**src/rtl/rsdf_pkg.sv**
```systemverilog
// Shared types and constants for the bus frame deframer.
// No dependencies; used by every module in rtl/.
`default_nettype none
package rsdf_pkg;

    localparam int MAX_FRAME = 512;
    localparam int CNT_W     = 10;

    localparam logic [7:0] BYTE_NUL  = 8'h00;
    localparam logic [7:0] BYTE_LONG = 8'hFD;
    localparam logic [7:0] BYTE_SHRT = 8'hFE;
    localparam logic [7:0] BYTE_ESC  = 8'hFC;
    localparam logic [7:0] BYTE_ACK  = 8'hF8;
    localparam logic [7:0] ESC_MASK  = 8'h80;

    localparam logic [8:0] LEN_OFS_SHORT = 9'd7;
    localparam logic [8:0] LEN_OFS_LONG  = 9'd11;

    localparam logic [CNT_W-1:0] IDX_SHRT_LEN = CNT_W'(3);
    localparam logic [CNT_W-1:0] IDX_CTL      = CNT_W'(5);
    localparam logic [CNT_W-1:0] IDX_LONG_LEN = CNT_W'(6);
    localparam logic [CNT_W-1:0] IDX_XLEN     = CNT_W'(10);

    localparam logic [2:0] CAUSE_LEN   = 3'd0;
    localparam logic [2:0] CAUSE_ACK   = 3'd1;
    localparam logic [2:0] CAUSE_CACK  = 3'd2;
    localparam logic [2:0] CAUSE_TMO   = 3'd3;
    localparam logic [2:0] CAUSE_COLL  = 3'd4;
    localparam logic [2:0] CAUSE_OVFL  = 3'd5;

    localparam logic [1:0] REG_ONE_WAY = 2'd0;
    localparam logic [1:0] REG_IDLE    = 2'd1;
    localparam logic [1:0] REG_GAP     = 2'd2;

    localparam logic [15:0] IDLE_RST = 16'd5000;
    localparam logic [15:0] GAP_RST  = 16'd70;

    localparam int OQ_DEPTH = 4;
    localparam int OQ_AW    = 2;

    typedef struct packed {
        logic             has_byte;
        logic [7:0]       data_byte;
        logic             frame_end;
        logic [2:0]       end_cause;
        logic [CNT_W-1:0] frame_length;
    } result_t;

    typedef struct packed {
        logic    push0;
        logic    push1;
        result_t r0;
        result_t r1;
    } push_t;

    typedef struct packed {
        logic        one_way;
        logic [15:0] idle_ticks;
        logic [15:0] gap_ticks;
    } cfg_t;

endpackage
`default_nettype wire

```
**src/rtl/rs485_frame_deframer.sv**
```systemverilog
// Top level: config registers, frame decode core and a 4-word result queue.
// A word shows on m_ in the cycle after its input is accepted (queue empty).
// Throughput: 1 input word per cycle while s_ready is high; a collision yields two result words.
// s_ready is low while more than two results are queued.
// Reset (aresetn, synchronous): frame state cleared, queue emptied,
// one_way=0, idle_ticks=5000, gap_ticks=70.
`default_nettype none
module rs485_frame_deframer (
    input  wire logic        aclk,
    input  wire logic        aresetn,
    input  wire logic        s_valid,
    output logic             s_ready,
    input  wire logic        s_func,
    input  wire logic [7:0]  s_rx_byte,
    output logic             m_valid,
    input  wire logic        m_ready,
    output logic             m_has_byte,
    output logic [7:0]       m_data_byte,
    output logic             m_frame_end,
    output logic [2:0]       m_end_cause,
    output logic [9:0]       m_frame_length,
    input  wire logic        psel,
    input  wire logic        penable,
    input  wire logic        pwrite,
    input  wire logic [3:0]  paddr,
    input  wire logic [31:0] pwdata,
    output logic [31:0]      prdata,
    output logic             pready
);

    rsdf_pkg::cfg_t    cfg_reg;
    rsdf_pkg::push_t   push;
    rsdf_pkg::result_t head;
    logic              s_fire, room, wr_en;

    assign pready = 1'b1;
    assign wr_en  = psel && penable && pwrite && pready;

    always_ff @(posedge aclk) begin
        if (!aresetn) begin
            cfg_reg.one_way    <= 1'b0;
            cfg_reg.idle_ticks <= rsdf_pkg::IDLE_RST;
            cfg_reg.gap_ticks  <= rsdf_pkg::GAP_RST;
        end else if (wr_en) begin
            unique case (paddr[3:2])
                rsdf_pkg::REG_ONE_WAY: cfg_reg.one_way    <= pwdata[0];
                rsdf_pkg::REG_IDLE:    cfg_reg.idle_ticks <= pwdata[15:0];
                rsdf_pkg::REG_GAP:     cfg_reg.gap_ticks  <= pwdata[15:0];
                default: ;
            endcase
        end
    end

    always_comb begin
        unique case (paddr[3:2])
            rsdf_pkg::REG_ONE_WAY: prdata = {31'd0, cfg_reg.one_way};
            rsdf_pkg::REG_IDLE:    prdata = {16'd0, cfg_reg.idle_ticks};
            rsdf_pkg::REG_GAP:     prdata = {16'd0, cfg_reg.gap_ticks};
            default:               prdata = '0;
        endcase
    end

    assign s_ready = room;
    assign s_fire  = s_valid && s_ready;

    rsdf_core u_core (
        .aclk    (aclk),
        .aresetn (aresetn),
        .in_fire (s_fire),
        .in_func (s_func),
        .in_byte (s_rx_byte),
        .cfg     (cfg_reg),
        .push    (push)
    );

    rsdf_outq u_outq (
        .aclk       (aclk),
        .aresetn    (aresetn),
        .push       (push),
        .pop_ready  (m_ready),
        .head_valid (m_valid),
        .head       (head),
        .room       (room)
    );

    assign m_has_byte     = head.has_byte;
    assign m_data_byte    = head.data_byte;
    assign m_frame_end    = head.frame_end;
    assign m_end_cause    = head.end_cause;
    assign m_frame_length = head.frame_length;

    a_word_or_end: assert property (@(posedge aclk) disable iff (!aresetn)
        m_valid && !m_has_byte |-> m_frame_end)
        else $error("result word with neither byte nor frame end");

    a_cause_only_at_end: assert property (@(posedge aclk) disable iff (!aresetn)
        m_valid && !m_frame_end |-> m_end_cause == rsdf_pkg::CAUSE_LEN)
        else $error("end cause set on a non-final word");

    a_end_nonempty: assert property (@(posedge aclk) disable iff (!aresetn)
        m_valid && m_frame_end |-> m_frame_length != '0)
        else $error("frame end with zero length");

    a_ack_shape: assert property (@(posedge aclk) disable iff (!aresetn)
        m_valid && m_frame_end &&
        (m_end_cause == rsdf_pkg::CAUSE_ACK || m_end_cause == rsdf_pkg::CAUSE_CACK)
        |-> m_frame_length == 10'd1 && m_data_byte == rsdf_pkg::BYTE_ACK && m_has_byte)
        else $error("malformed acknowledge frame");

endmodule
`default_nettype wire

```
**src/rtl/rsdf_core.sv**
```systemverilog
// Frame state and per-word decode: unescape, header length, frame end causes.
// Depends on rsdf_pkg; emits up to two result words per input word.
`default_nettype none
module rsdf_core (
    input  wire logic           aclk,
    input  wire logic           aresetn,
    input  wire logic           in_fire,
    input  wire logic           in_func,
    input  wire logic [7:0]     in_byte,
    input  wire rsdf_pkg::cfg_t cfg,
    output rsdf_pkg::push_t     push
);

    localparam int CW = rsdf_pkg::CNT_W;

    logic [CW-1:0] cnt_reg,   cnt_next;
    logic [8:0]    exp_reg,   exp_next;
    logic          esc_reg,   esc_next;
    logic [7:0]    start_reg, start_next;
    logic [7:0]    ctl_reg,   ctl_next;
    logic [7:0]    len_reg,   len_next;
    logic          seen_reg,  seen_next;
    logic [15:0]   tick_reg,  tick_next;

    logic [15:0]   limit, tick_inc;
    logic          appended, is_hdr, coll, clr, ack_end;
    logic [7:0]    v, start_upd, ctl_upd, len_upd;
    logic [CW-1:0] cnt_inc;

    function automatic logic [8:0] work_out_length(
        input logic [7:0] st, input logic [7:0] ctl,
        input logic [7:0] lb, input logic [CW-1:0] c);
        logic [8:0] r;
        r = '0;
        if (st == rsdf_pkg::BYTE_LONG) begin
            if (c > rsdf_pkg::IDX_LONG_LEN) begin
                if (ctl[1:0] == 2'b11 || !ctl[3]) begin
                    r = {1'b0, lb} + rsdf_pkg::LEN_OFS_SHORT;
                end else if (c > rsdf_pkg::IDX_XLEN) begin
                    r = {1'b0, lb} + rsdf_pkg::LEN_OFS_LONG;
                end
            end
        end else if (st == rsdf_pkg::BYTE_SHRT) begin
            if (c > rsdf_pkg::IDX_SHRT_LEN) begin
                r = {1'b0, lb};
            end
        end
        return r;
    endfunction

    assign limit    = seen_reg ? cfg.gap_ticks : cfg.idle_ticks;
    assign tick_inc = (tick_reg == 16'hFFFF) ? tick_reg : tick_reg + 16'd1;
    assign is_hdr   = (in_byte == rsdf_pkg::BYTE_LONG) || (in_byte == rsdf_pkg::BYTE_SHRT);
    assign v        = esc_reg ? (in_byte | rsdf_pkg::ESC_MASK) : in_byte;
    assign appended = esc_reg || !(in_byte == rsdf_pkg::BYTE_ESC && cnt_reg != '0);
    assign cnt_inc  = appended ? cnt_reg + CW'(1) : cnt_reg;
    assign start_upd = (appended && cnt_reg == '0) ? v : start_reg;
    assign ctl_upd   = (appended && cnt_reg == rsdf_pkg::IDX_CTL) ? v : ctl_reg;
    assign len_upd   = (appended &&
                        ((start_reg == rsdf_pkg::BYTE_SHRT && cnt_reg == rsdf_pkg::IDX_SHRT_LEN) ||
                         (start_reg == rsdf_pkg::BYTE_LONG &&
                          (cnt_reg == rsdf_pkg::IDX_LONG_LEN || cnt_reg == rsdf_pkg::IDX_XLEN))))
                       ? v : len_reg;
    assign ack_end   = appended && cnt_reg == '0 &&
                       (v == rsdf_pkg::BYTE_ACK ||
                        (cfg.one_way && v != rsdf_pkg::BYTE_LONG && v != rsdf_pkg::BYTE_SHRT));

    always_comb begin
        cnt_next   = cnt_reg;
        exp_next   = exp_reg;
        esc_next   = esc_reg;
        start_next = start_reg;
        ctl_next   = ctl_reg;
        len_next   = len_reg;
        seen_next  = seen_reg;
        tick_next  = tick_reg;
        push       = '0;
        clr        = 1'b0;
        coll       = 1'b0;
        if (in_fire) begin
            if (in_func) begin
                if (tick_inc >= limit) begin
                    if (cnt_reg != '0) begin
                        clr                   = 1'b1;
                        push.push0            = 1'b1;
                        push.r0.frame_end     = 1'b1;
                        push.r0.end_cause     = rsdf_pkg::CAUSE_TMO;
                        push.r0.frame_length  = cnt_reg;
                    end else begin
                        tick_next = '0;
                    end
                end else begin
                    tick_next = tick_inc;
                end
            end else if (cnt_reg == '0 && in_byte == rsdf_pkg::BYTE_NUL) begin
                tick_next = '0;
            end else begin
                tick_next = '0;
                seen_next = 1'b1;
                if (cnt_reg != '0 && is_hdr) begin
                    clr                  = 1'b1;
                    coll                 = 1'b1;
                    push.push0           = 1'b1;
                    push.r0.frame_end    = 1'b1;
                    push.r0.end_cause    = rsdf_pkg::CAUSE_COLL;
                    push.r0.frame_length = cnt_reg;
                    push.push1           = 1'b1;
                    push.r1.has_byte     = 1'b1;
                    push.r1.data_byte    = in_byte;
                    push.r1.frame_length = CW'(1);
                end else if (ack_end) begin
                    clr                  = 1'b1;
                    push.push0           = 1'b1;
                    push.r0.has_byte     = 1'b1;
                    push.r0.data_byte    = rsdf_pkg::BYTE_ACK;
                    push.r0.frame_end    = 1'b1;
                    push.r0.end_cause    = (v == rsdf_pkg::BYTE_ACK) ? rsdf_pkg::CAUSE_ACK
                                                                    : rsdf_pkg::CAUSE_CACK;
                    push.r0.frame_length = CW'(1);
                end else begin
                    esc_next   = !esc_reg && in_byte == rsdf_pkg::BYTE_ESC && cnt_reg != '0;
                    cnt_next   = cnt_inc;
                    start_next = start_upd;
                    ctl_next   = ctl_upd;
                    len_next   = len_upd;
                    push.r0.frame_length = cnt_inc;
                    push.r0.has_byte     = appended;
                    push.r0.data_byte    = appended ? v : 8'h00;
                    if (exp_reg == '0) begin
                        exp_next = work_out_length(start_upd, ctl_upd, len_upd, cnt_inc);
                    end else if ({1'b0, exp_reg} == cnt_inc) begin
                        clr               = 1'b1;
                        push.push0        = 1'b1;
                        push.r0.frame_end = 1'b1;
                        push.r0.end_cause = rsdf_pkg::CAUSE_LEN;
                    end
                    if (!clr && appended) begin
                        push.push0 = 1'b1;
                        if (cnt_inc >= CW'(rsdf_pkg::MAX_FRAME)) begin
                            clr               = 1'b1;
                            push.r0.frame_end = 1'b1;
                            push.r0.end_cause = rsdf_pkg::CAUSE_OVFL;
                        end
                    end
                end
            end
        end
        if (clr) begin
            cnt_next   = '0;
            exp_next   = '0;
            esc_next   = 1'b0;
            start_next = '0;
            ctl_next   = '0;
            len_next   = '0;
            seen_next  = 1'b0;
            tick_next  = '0;
            if (coll) begin
                cnt_next   = CW'(1);
                start_next = in_byte;
            end
        end
    end

    always_ff @(posedge aclk) begin
        if (!aresetn) begin
            cnt_reg   <= '0;
            exp_reg   <= '0;
            esc_reg   <= 1'b0;
            start_reg <= '0;
            ctl_reg   <= '0;
            len_reg   <= '0;
            seen_reg  <= 1'b0;
            tick_reg  <= '0;
        end else begin
            cnt_reg   <= cnt_next;
            exp_reg   <= exp_next;
            esc_reg   <= esc_next;
            start_reg <= start_next;
            ctl_reg   <= ctl_next;
            len_reg   <= len_next;
            seen_reg  <= seen_next;
            tick_reg  <= tick_next;
        end
    end

endmodule
`default_nettype wire

```
**src/rtl/rsdf_outq.sv**
```systemverilog
// Small result queue between frame decode and the output channel.
// Depends on rsdf_pkg; takes one or two words per cycle, gives one.
`default_nettype none
module rsdf_outq (
    input  wire logic            aclk,
    input  wire logic            aresetn,
    input  wire rsdf_pkg::push_t push,
    input  wire logic            pop_ready,
    output logic                 head_valid,
    output rsdf_pkg::result_t    head,
    output logic                 room
);

    localparam int AW = rsdf_pkg::OQ_AW;
    localparam int CW = AW + 1;

    rsdf_pkg::result_t mem [rsdf_pkg::OQ_DEPTH];

    logic [AW-1:0] wr_reg, wr_next, rd_reg, rd_next;
    logic [CW-1:0] lvl_reg, lvl_next;
    logic          pop;

    assign head_valid = lvl_reg != '0;
    assign head       = mem[rd_reg];
    assign pop        = head_valid && pop_ready;
    assign room       = lvl_reg <= CW'(rsdf_pkg::OQ_DEPTH - 2);

    assign wr_next  = wr_reg + AW'(push.push0) + AW'(push.push1);
    assign rd_next  = rd_reg + AW'(pop);
    assign lvl_next = lvl_reg + CW'(push.push0) + CW'(push.push1) - CW'(pop);

    always_ff @(posedge aclk) begin
        if (push.push0) begin
            mem[wr_reg] <= push.r0;
        end
        if (push.push1) begin
            mem[wr_reg + AW'(1)] <= push.r1;
        end
    end

    always_ff @(posedge aclk) begin
        if (!aresetn) begin
            wr_reg  <= '0;
            rd_reg  <= '0;
            lvl_reg <= '0;
        end else begin
            wr_reg  <= wr_next;
            rd_reg  <= rd_next;
            lvl_reg <= lvl_next;
        end
    end

endmodule
`default_nettype wire

```
**config.mk**
```make
export PLATFORM = sky130hd
export DESIGN_NAME = rs485_frame_deframer
export DESIGN_NICKNAME = d
export VERILOG_FILES = /design/src/rtl/rsdf_pkg.sv /design/src/rtl/rs485_frame_deframer.sv /design/src/rtl/rsdf_core.sv /design/src/rtl/rsdf_outq.sv
export SDC_FILE = /design/constraint.sdc
export NUM_CORES = 1
export LEC_CHECK = 0
export ABC_AREA = 1
export BUFFER_PORTS_ARGS = -buffer_cell sky130_fd_sc_hd__buf_4
export CAP_MARGIN = 5
export CELL_PAD_IN_SITES_DETAIL_PLACEMENT = 1
export CELL_PAD_IN_SITES_GLOBAL_PLACEMENT = 1
export CORE_ASPECT_RATIO = 0.7
export CORE_MARGIN = 2
export CORE_UTILIZATION = 45
export CTS_BUF_LIST = sky130_fd_sc_hd__clkbuf_8
export CTS_CLUSTER_SIZE = 40
export DETAILED_ROUTE_END_ITERATION = 12
export PLACE_DENSITY = 0.92
export SETUP_SLACK_MARGIN = 0.3
export SYNTH_ARGS = -nofsm -noshare
export SYNTH_HDL_FRONTEND = slang
export SYNTH_HIERARCHICAL = 1
export SYNTH_SLANG_ARGS = --single-unit
```
**constraint.sdc**
```tcl
create_clock -name aclk -period 11.7 [get_ports aclk]
set_input_delay 2.34 -clock aclk [delete_from_list [all_inputs] [get_ports aclk]]
set_output_delay 2.34 -clock aclk [all_outputs]
set_load 0.02 [all_outputs]
```
==> results of run 1 <==
final cells by class:
class	count	area [um^2]
repair buffers	86	646
fillers	3711	14200
well taps	371	464
clock inverters	14	140
flip-flops and latches	188	4680
multi-input cells	1322	6340
inverters	267	1000
clock buffers	18	248
worst min-delay path, delay by kind of cell, from the launching register on:
family | cells | cell delay [ns]
simple gates | 2 | 0.15
flops | 1 | 0.33
placed cells by master, fill, tap and decap left out, types with 3 or more instances in the layout:
cell type and instances:
conb_1 30, buf_4 86, fa_1 3, o21ai_1 32, a31oi_1 9, inv_2 13
nand3b_1 4, dfxtp_1 96, a221oi_1 5, a21oi_1 59, nor3_1 17, xor2_1 13
bufinv_16 3, mux2i_1 15, clkinv_2 3, o22ai_1 4, nand2_2 7, o211ai_1 3
inv_1 258, nand3_2 5, or2_2 3, nand2_1 603, clkinv_1 3, nor2_2 6
clkbuf_8 18, nand4_1 60, nor2_4 10, nor2_1 151, nand3_1 183, ha_1 25
o21ai_0 49, edfxtp_1 92
cells in the mapped netlist, types with 10 or more instances:
cell type | instances | area (um^2)
a21oi_1 | 59 | 295
buf_2 | 37 | 185
buf_4 | 40 | 300
buf_6 | 11 | 124
clkbuf_1 | 31 | 116
dfxtp_1 | 96 | 1920
edfxtp_1 | 92 | 2760
ha_1 | 25 | 313
inv_1 | 253 | 950
inv_2 | 12 | 45.0
mux2i_1 | 15 | 150
nand2_1 | 603 | 2260
nand3_1 | 183 | 916
nand4_1 | 60 | 375
nor2_1 | 151 | 567
nor2_4 | 10 | 113
nor3_1 | 17 | 85.1
o21ai_0 | 49 | 245
o21ai_1 | 32 | 160
xor2_1 | 13 | 114
where the power goes:
| part | leakage, nW | internal [mW] | switching (mW) |
|---|---|---|---|
| Combinational | 4.65 | 0.260 | 0.610 |
| Clock | 0.221 | 0.211 | 0.238 |
| Sequential | 1.64 | 0.751 | 0.0525 |
metrics by stage:
stage	area (um^2)	power, mW	instances	setup WS [ns]
finish	13500	2.12	2266	5.56
global route	13500	2.25	2266	5.05
CTS	13500	2.12	2266	5.60
detailed placement	13100	1.67	2234	5.34
global placement	13100	1.63	2234	5.41
floorplan	12800	1.41	1900	6.38
worst paths after layout:
path,start,endpoint,slack (ns),cells after the start
hold / removal,cfg_reg[13]$_SDFFE_PN0P_,cfg_reg[13]$_SDFFE_PN0P_,0.50,2
setup reg to reg,u_core/tick_reg[0]$_SDFFE_PP0P_,u_outq/lvl_reg[1]$_SDFF_PN0_,5.56,27
hold reg to reg,cfg_reg[13]$_SDFFE_PN0P_,cfg_reg[13]$_SDFFE_PN0P_,0.50,2
setup / recovery,u_core/tick_reg[0]$_SDFFE_PP0P_,u_outq/lvl_reg[1]$_SDFF_PN0_,5.56,27
cell families after synthesis:
group,count (synthesis)
AOI/OAI and AO/OA,175
xor gates and xnor gates,15
adders and majority gates,28
buffers and inverters,390
DFF,188
muxes,15
other,3
and+or+nand+nor,1059
layer usage:
| layer | part of all wire, % | up-vias |
|---|---|---|
| met1 | 43 | 5969 |
| met2 | 48 | 450 |
| met4 | 2.1 | 0 |
| li1 | - | 5942 |
| met3 | 7.1 | 64 |
| met5 | 0 | - |
==> results.cfg, run 1 <==
[power]
power_density_mw_per_mm2 = 157
p_leak_nw = 6.51
vdd_drop_max_mv = 0.0930

[clocking]
clock_latency_ns = 0.49
postCtsSetupBuffers = 0
cts_hold_buf = 0
cts-buffers-inserted = 17
cts.clk_slew.worst_paths_ns = 0.09
cts_tree = yes
max-clock-path-buffers = 2
cts_max_level = 4
ctsRootBufferMaster = clkbuf_8
post_cts_resized = 0
cts.sink_count = 188

[routing]
vias = 12425
wl_per_cell_um = 18.2
firstDrtPassIters = 5
drc = 0
first_iter_violations = 888
drt-total-wl_um = 41200
viasPerCell = 5.48
antenna_left = 0

[yosys]
synth_area_mm2 = 0.0127
synth_cell_types = 51
synth_edf_count = 92
ys_warn_count = 6
synthAdderAreaFrac_pct = 2.94
synth_cells = 1873
yosysSeqAreaShare_pct = 37.0
synth-compound-area-share_pct = 7.63
ys_ff_latch = 188
synth_xor_area_share_pct = 1.04
async_reset_ff_share_pct = 0
muxShareOfSynthArea_pct = 1.19
avgSynthCellArea_um2 = 6.76
synth_top_family_by_area = simple AND/OR/NAND/NOR gates
synthFlopType = dfxtp_1
synth-simple-area-share_pct = 36.4

[final_layout]
layout-drive-gt1-share_pct = 8.71
utilization_pct = 48.7
largest_reg_flops = 92
antennaDiodeCount = 0
final_nets = 1962
syn_to_final_growth_pct = 6.77

[sta]
post-route-period-util_pct = 52.5
skew_ns = 0.0180
worst_hold_slack_ns = 0.504
setup_violations = 0
rsz0062_at_grt = false
period_minus_slack_ns = 6.14
max-slew-margin-rel_pct = 17.5
worst_slew_pin_slew_ns = 1.23
hold_viol = 0
maxSlewViolCount = 0
setup_tns_ns = 0
max_freq_mhz = 163

[hold_path]
min_path_type = register to register

[critical_path]
cp-start-kind = register
critPathRequiredTime_ns = 12.13
crit_fanout = 11
crit_buf_inv = 5
crit_family = simple AND/OR/NAND/NOR gates
crit_type = register to register
cp.arrival_ns = 6.58
cpPeakStageDelay_ns = 0.68
crit_slowest_cell = a21oi_1
crit_path_end_kind = register

[placement]
gp_congestion = 0.901
dp_hpwl_um = 28700
portBuffers = 74

[floorplan]
rows = 51
die_h_um = 144
start_util_pct = 45.6
die_w_um = 205
die_area_mm2 = 0.0295
core_mm2 = 0.0278
io_pins = 110

[grt]
grt_pass1_vias = 12512
top_usage_layer = met2
grt_pass1_wl_um = 65000
grt_max_degree = 53
grt.met1_usage_pct = 36.6
gr-usage-met3_pct = 4.60
grt-ovfl-total = 0
grt.total_usage_pct = 28.1
antenna_found_initial = 0
met2_usage_pct = 48.1

[run]
maxCapViolCount = 0

[run_status]
outcome = completed
Power figures use the tool's default switching activity.
==> inputs of run 2 (changes only) <==
clock period = 5.85 ns   (was 11.7 ns; I/O delays follow)
==> results.cfg, run 2 (synthesis gave the netlist of run 1 again) <==
[run_status]
outcome = completed

[clocking]
cts.clk_slew.worst_paths_ns = 0.11
ctsRootBufferMaster = clkbuf_8
cts.sink_count = 188
cts-buffers-inserted = 17
cts_max_level = 4
max-clock-path-buffers = 2
cts_tree = yes
clock_latency_ns = 0.50

[critical_path]
cp-start-kind = register
crit_slowest_cell = fa_1
crit_type = register to register
cp_common_cell = nand2_1
cp.arrival_ns = 5.47
crit_path_end_kind = register
cpPeakStageDelay_ns = 0.40
crit_fanout = 7
critPathRequiredTime_ns = 6.24

[final_layout]
final_common_cell = nand2_1
syn_to_final_growth_pct = 7.15
largest_reg_flops = 92
final_nets = 1967
fin_area_mm2 = 0.0136
antennaDiodeCount = 0
layout_common_cells = nand2_1 (603), inv_1 (254), nand3_1 (182), nor2_1 (149), dfxtp_1 (96)
layout-drive-gt1-share_pct = 9.21

[routing]
drt-total-wl_um = 41900
wl_per_cell_um = 18.4
firstDrtPassIters = 5
drc = 0
vias = 12582
wl_met2_um = 19800
met3_length_um = 2800
routed.top_layer = met4
drt-met1-wl_um = 18100
first_iter_violations = 1039
viasPerCell = 5.54
antenna_left = 0

[floorplan]
die_w_um = 205
die_h_um = 144
core_mm2 = 0.0278
io_pins = 110
start_util_pct = 45.6
rows = 51
die_area_mm2 = 0.0295

[placement]
post_dp_cell_area_mm2 = 0.0132
gp_congestion = 0.898
portBuffers = 74
dp_hpwl_um = 29400

[sta]
hold_viol = 0
period_minus_slack_ns = 5.07
rsz0062_at_grt = false
worst_hold_slack_ns = 0.498
worst_slew_pin_slew_ns = 1.27
skew_ns = 0.0316
max-slew-margin-rel_pct = 15.2
setup_violations = 0
setup_tns_ns = 0
post-route-period-util_pct = 86.7
max_freq_mhz = 197
maxSlewViolCount = 0

[hold_path]
min_path_type = register to register

[grt]
grt_max_degree = 60
grt_pass1_vias = 12711
grt.total_usage_pct = 28.5
grt_pass1_wl_um = 65700
grt-ovfl-total = 0
antenna_found_initial = 1

[power]
vdd_drop_max_mv = 0.252
p_leak_nw = 6.51
power_density_mw_per_mm2 = 312

[run]
maxCapViolCount = 0
-- run 2: cell count changes in the layout (fill, tap and decap cells not counted), sizes merged --
cell      previous run  this run
inv                271       268
bufinv               3         2
buf                 86        91
clkinv               7         9
clkbuf              18        17
clkinvlp             0         3
-- run 2: critical path, delay by kind of cell, from the launching register on --
family / cells / cell delay (ns)
buffers and inverters: 5 / 0.49
and+or+nand+nor: 13 / 1.71
DFF: 1 / 0.37
AOI/OAI and AO/OA: 6 / 0.89
adders and majority gates: 5 / 1.51
-- run 2: per-layer routing --
layer,GRT usage (%),vias up
li1,-,5946
met1,36.2,6108
met2,47.7,448
met3,5.79,80
met4,11.5,0
met5,0,-
-- run 2: where the power goes --
group	internal [mW]	switching, mW	total [mW]
logic	0.526	1.25	1.77
clock network	0.371	0.499	0.870
registers	1.50	0.0944	1.60
total	2.40	1.84	4.24
-- run 2: final timing paths --
kind / depth (start not counted) / slack (ns) / endpoint / startpoint
max reg2reg: 29 / 0.78 / u_outq/lvl_reg[2]$_SDFF_PN0_ / u_core/tick_reg[0]$_SDFFE_PP0P_
min: 2 / 0.50 / cfg_reg[1]$_SDFFE_PN1P_ / cfg_reg[1]$_SDFFE_PN1P_
max: 29 / 0.78 / u_outq/lvl_reg[2]$_SDFF_PN0_ / u_core/tick_reg[0]$_SDFFE_PP0P_
min reg2reg: 2 / 0.50 / cfg_reg[1]$_SDFFE_PN1P_ / cfg_reg[1]$_SDFFE_PN1P_
-- run 2: final cells by class --
cell class | count | area [um^2]
timing repair buffer | 91 | 696
tap | 371 | 464
sequential | 188 | 4680
fill | 3754 | 14200
multi-input combinational | 1322 | 6360
clock inverter | 15 | 133
inverter | 267 | 1000
clock buffer | 17 | 234
-- run 2: timing repair --
item | 4_1_cts | 5_1_grt
hold buffers | 0 | 0
setup endpoints to repair | 0 | 95
setup buffers | 0 | 1
gates resized for setup | 0 | 6
hold endpoints to repair | 0 | 0
-- run 2: stage by stage --
step	worst slack, ns	power (mW)	utilization (%)	std cells
6_report	0.776	4.24	48.9	2271
5_1_grt	0.412	4.49	48.9	2271
4_1_cts	0.389	4.22	48.8	2270
3_5_place_dp	0.428	3.36	47.5	2238
3_3_place_gp	0.584	3.27	47.5	2238
2_1_floorplan	1.38	2.82	-	1900
==> inputs of run 3 (changes only) <==
CELL_PAD_IN_SITES_DETAIL_PLACEMENT = 0   (was 1)
CTS_CLUSTER_DIAMETER = 100   (was default)
clock period = 5.3 ns   (was 5.85 ns; I/O delays follow)
==> results.cfg, run 3 (synthesis gave the netlist of run 1 again) <==
[clocking]
max-clock-path-buffers = 2
cts-buffers-inserted = 17
cts_hold_buf = 0
ctsRootBufferMaster = clkbuf_8
cts.clk_slew.worst_paths_ns = 0.10
clock_latency_ns = 0.49
cts_tree = yes
cts_max_level = 4
cts.sink_count = 188

[final_layout]
final_common_cell = nand2_1
syn_to_final_growth_pct = 8.86
largest_reg_flops = 92
antennaDiodeCount = 0
layout_common_cells = nand2_1 (602), inv_1 (253), nand3_1 (180), nor2_1 (147), buf_4 (97)
final_nets = 1977
layout-drive-gt1-share_pct = 10.6
final_cells = 2281

[routing]
drt-total-wl_um = 36100
antenna_left = 0
drc = 0
firstDrtPassIters = 6
wl_per_cell_um = 15.8
first_iter_violations = 1149
viasPerCell = 5.21
vias = 11894

[power]
p_leak_nw = 6.60
switching_share_pct = 41.8
power.switching_mw = 1.95
p_clk_share_pct = 21.7
power_density_mw_per_mm2 = 339
seqPwrFrac_pct = 37.6
internal-power_mw = 2.72
p_comb_share_pct = 40.7
vdd_drop_max_mv = 0.213

[grt]
grt.total_usage_pct = 24.6
grt-ovfl-total = 0
grt_pass1_wl_um = 56600
grt_max_degree = 78
grt_pass1_vias = 10545
antenna_found_initial = 0

[sta]
max_freq_mhz = 214
setup_tns_ns = 0
worst_hold_slack_ns = 0.489
hold_viol = 0
skew_ns = 0.0232
post-route-period-util_pct = 88.4
rsz0062_at_grt = false
maxSlewViolCount = 0
setup_violations = 0
max-slew-margin-rel_pct = 22.6
period_minus_slack_ns = 4.68
worst_slew_pin_slew_ns = 1.16

[critical_path]
crit_buf_inv = 6
crit_type = register to register
crit_slowest_cell = fa_1
cp_common_cell = nand2_1
cp-start-kind = register
cpPeakStageDelay_ns = 0.39
critPathRequiredTime_ns = 5.69
crit_path_end_kind = register
cp.arrival_ns = 5.07
crit_family = simple AND/OR/NAND/NOR gates
crit_fanout = 6

[floorplan]
die_area_mm2 = 0.0295
rows = 51
start_util_pct = 45.6
core_mm2 = 0.0278
die_w_um = 205
io_pins = 110
die_h_um = 144

[run]
maxCapViolCount = 0

[placement]
dp_cells = 2247
gp_congestion = 0.909
portBuffers = 74
dp_hpwl_um = 24400

[hold_path]
min_path_type = register to register

[run_status]
outcome = completed
-- run 3: cell types whose count changed in the layout (fill, tap and decap cells not counted), moves of 3 or more --
cell and delta:
xor2_1 -3, buf_4 +7, inv_6 +4, buf_12 +3, xor2_2 +3, clkinv_1 -3
-- run 3: worst paths after layout --
path / start / end / slack (ns) / depth (start not counted)
worst max-delay path: u_core/tick_reg[0]$_SDFFE_PP0P_ / u_outq/lvl_reg[2]$_SDFF_PN0_ / 0.62 / 30
worst min-delay path: cfg_reg[24]$_SDFFE_PN1P_ / cfg_reg[24]$_SDFFE_PN1P_ / 0.49 / 2
worst max register to register: u_core/tick_reg[0]$_SDFFE_PP0P_ / u_outq/lvl_reg[2]$_SDFF_PN0_ / 0.62 / 30
worst min register to register: cfg_reg[24]$_SDFFE_PN1P_ / cfg_reg[24]$_SDFFE_PN1P_ / 0.49 / 2
-- run 3: repair_timing --
item,4_1_cts,5_1_grt
setup endpoints to repair,0,2
gates resized for setup,0,22
setup buffers,0,2
hold endpoints to repair,0,0
-- run 3: metrics by stage --
stage	setup slack [ns]	power, mW	utilization (%)	cell area, um^2
6_report	0.617	4.67	49.7	13800
4_1_cts	0.426	4.67	49.3	13700
3_3_place_gp	0.567	3.63	47.9	13300
3_5_place_dp	0.427	3.66	47.9	13300
5_1_grt	0.214	4.97	49.7	13800
2_1_floorplan	0.832	3.11	-	12800
-- run 3: power groups by stage --
stage	sequential [mW]	combinational (mW)	clock [mW]
after floorplan	1.74	1.37	0
after global placement	1.78	1.85	0
after detailed placement	1.78	1.88	0
after CTS	1.75	1.88	1.04
after global routing	1.77	2.11	1.09
final	1.75	1.90	1.01
-- run 3: worst reg2reg max path, delay by kind of cell, from the launching register on --
family | cells | cell delay, ns
XOR/XNOR | 1 | 0.10
AND/OR/NAND/NOR | 15 | 1.73
buffers and inverters | 6 | 0.58
flip-flops | 1 | 0.35
adder cells (fa/ha/maj) | 5 | 1.55
AO/OA/AOI/OAI | 3 | 0.29
-- run 3: area by class of cell --
cell class                 instances  area [um^2]
clock inverter                    15          169
sequential                       188         4690
inverter                         267         1000
clock buffer                      17          234
tap                              371          464
multi-input combinational       1322         6430
fill                            2810        14000
timing repair buffer             101          808
-- run 3: per-layer routing --
layer	vias up	wire length (um)	global-route usage [%]
met5	-	0	0
met1	5441	17100	35.1
li1	5974	-	-
met3	40	2690	4.01
met4	0	561	6.86
met2	439	15800	38.4
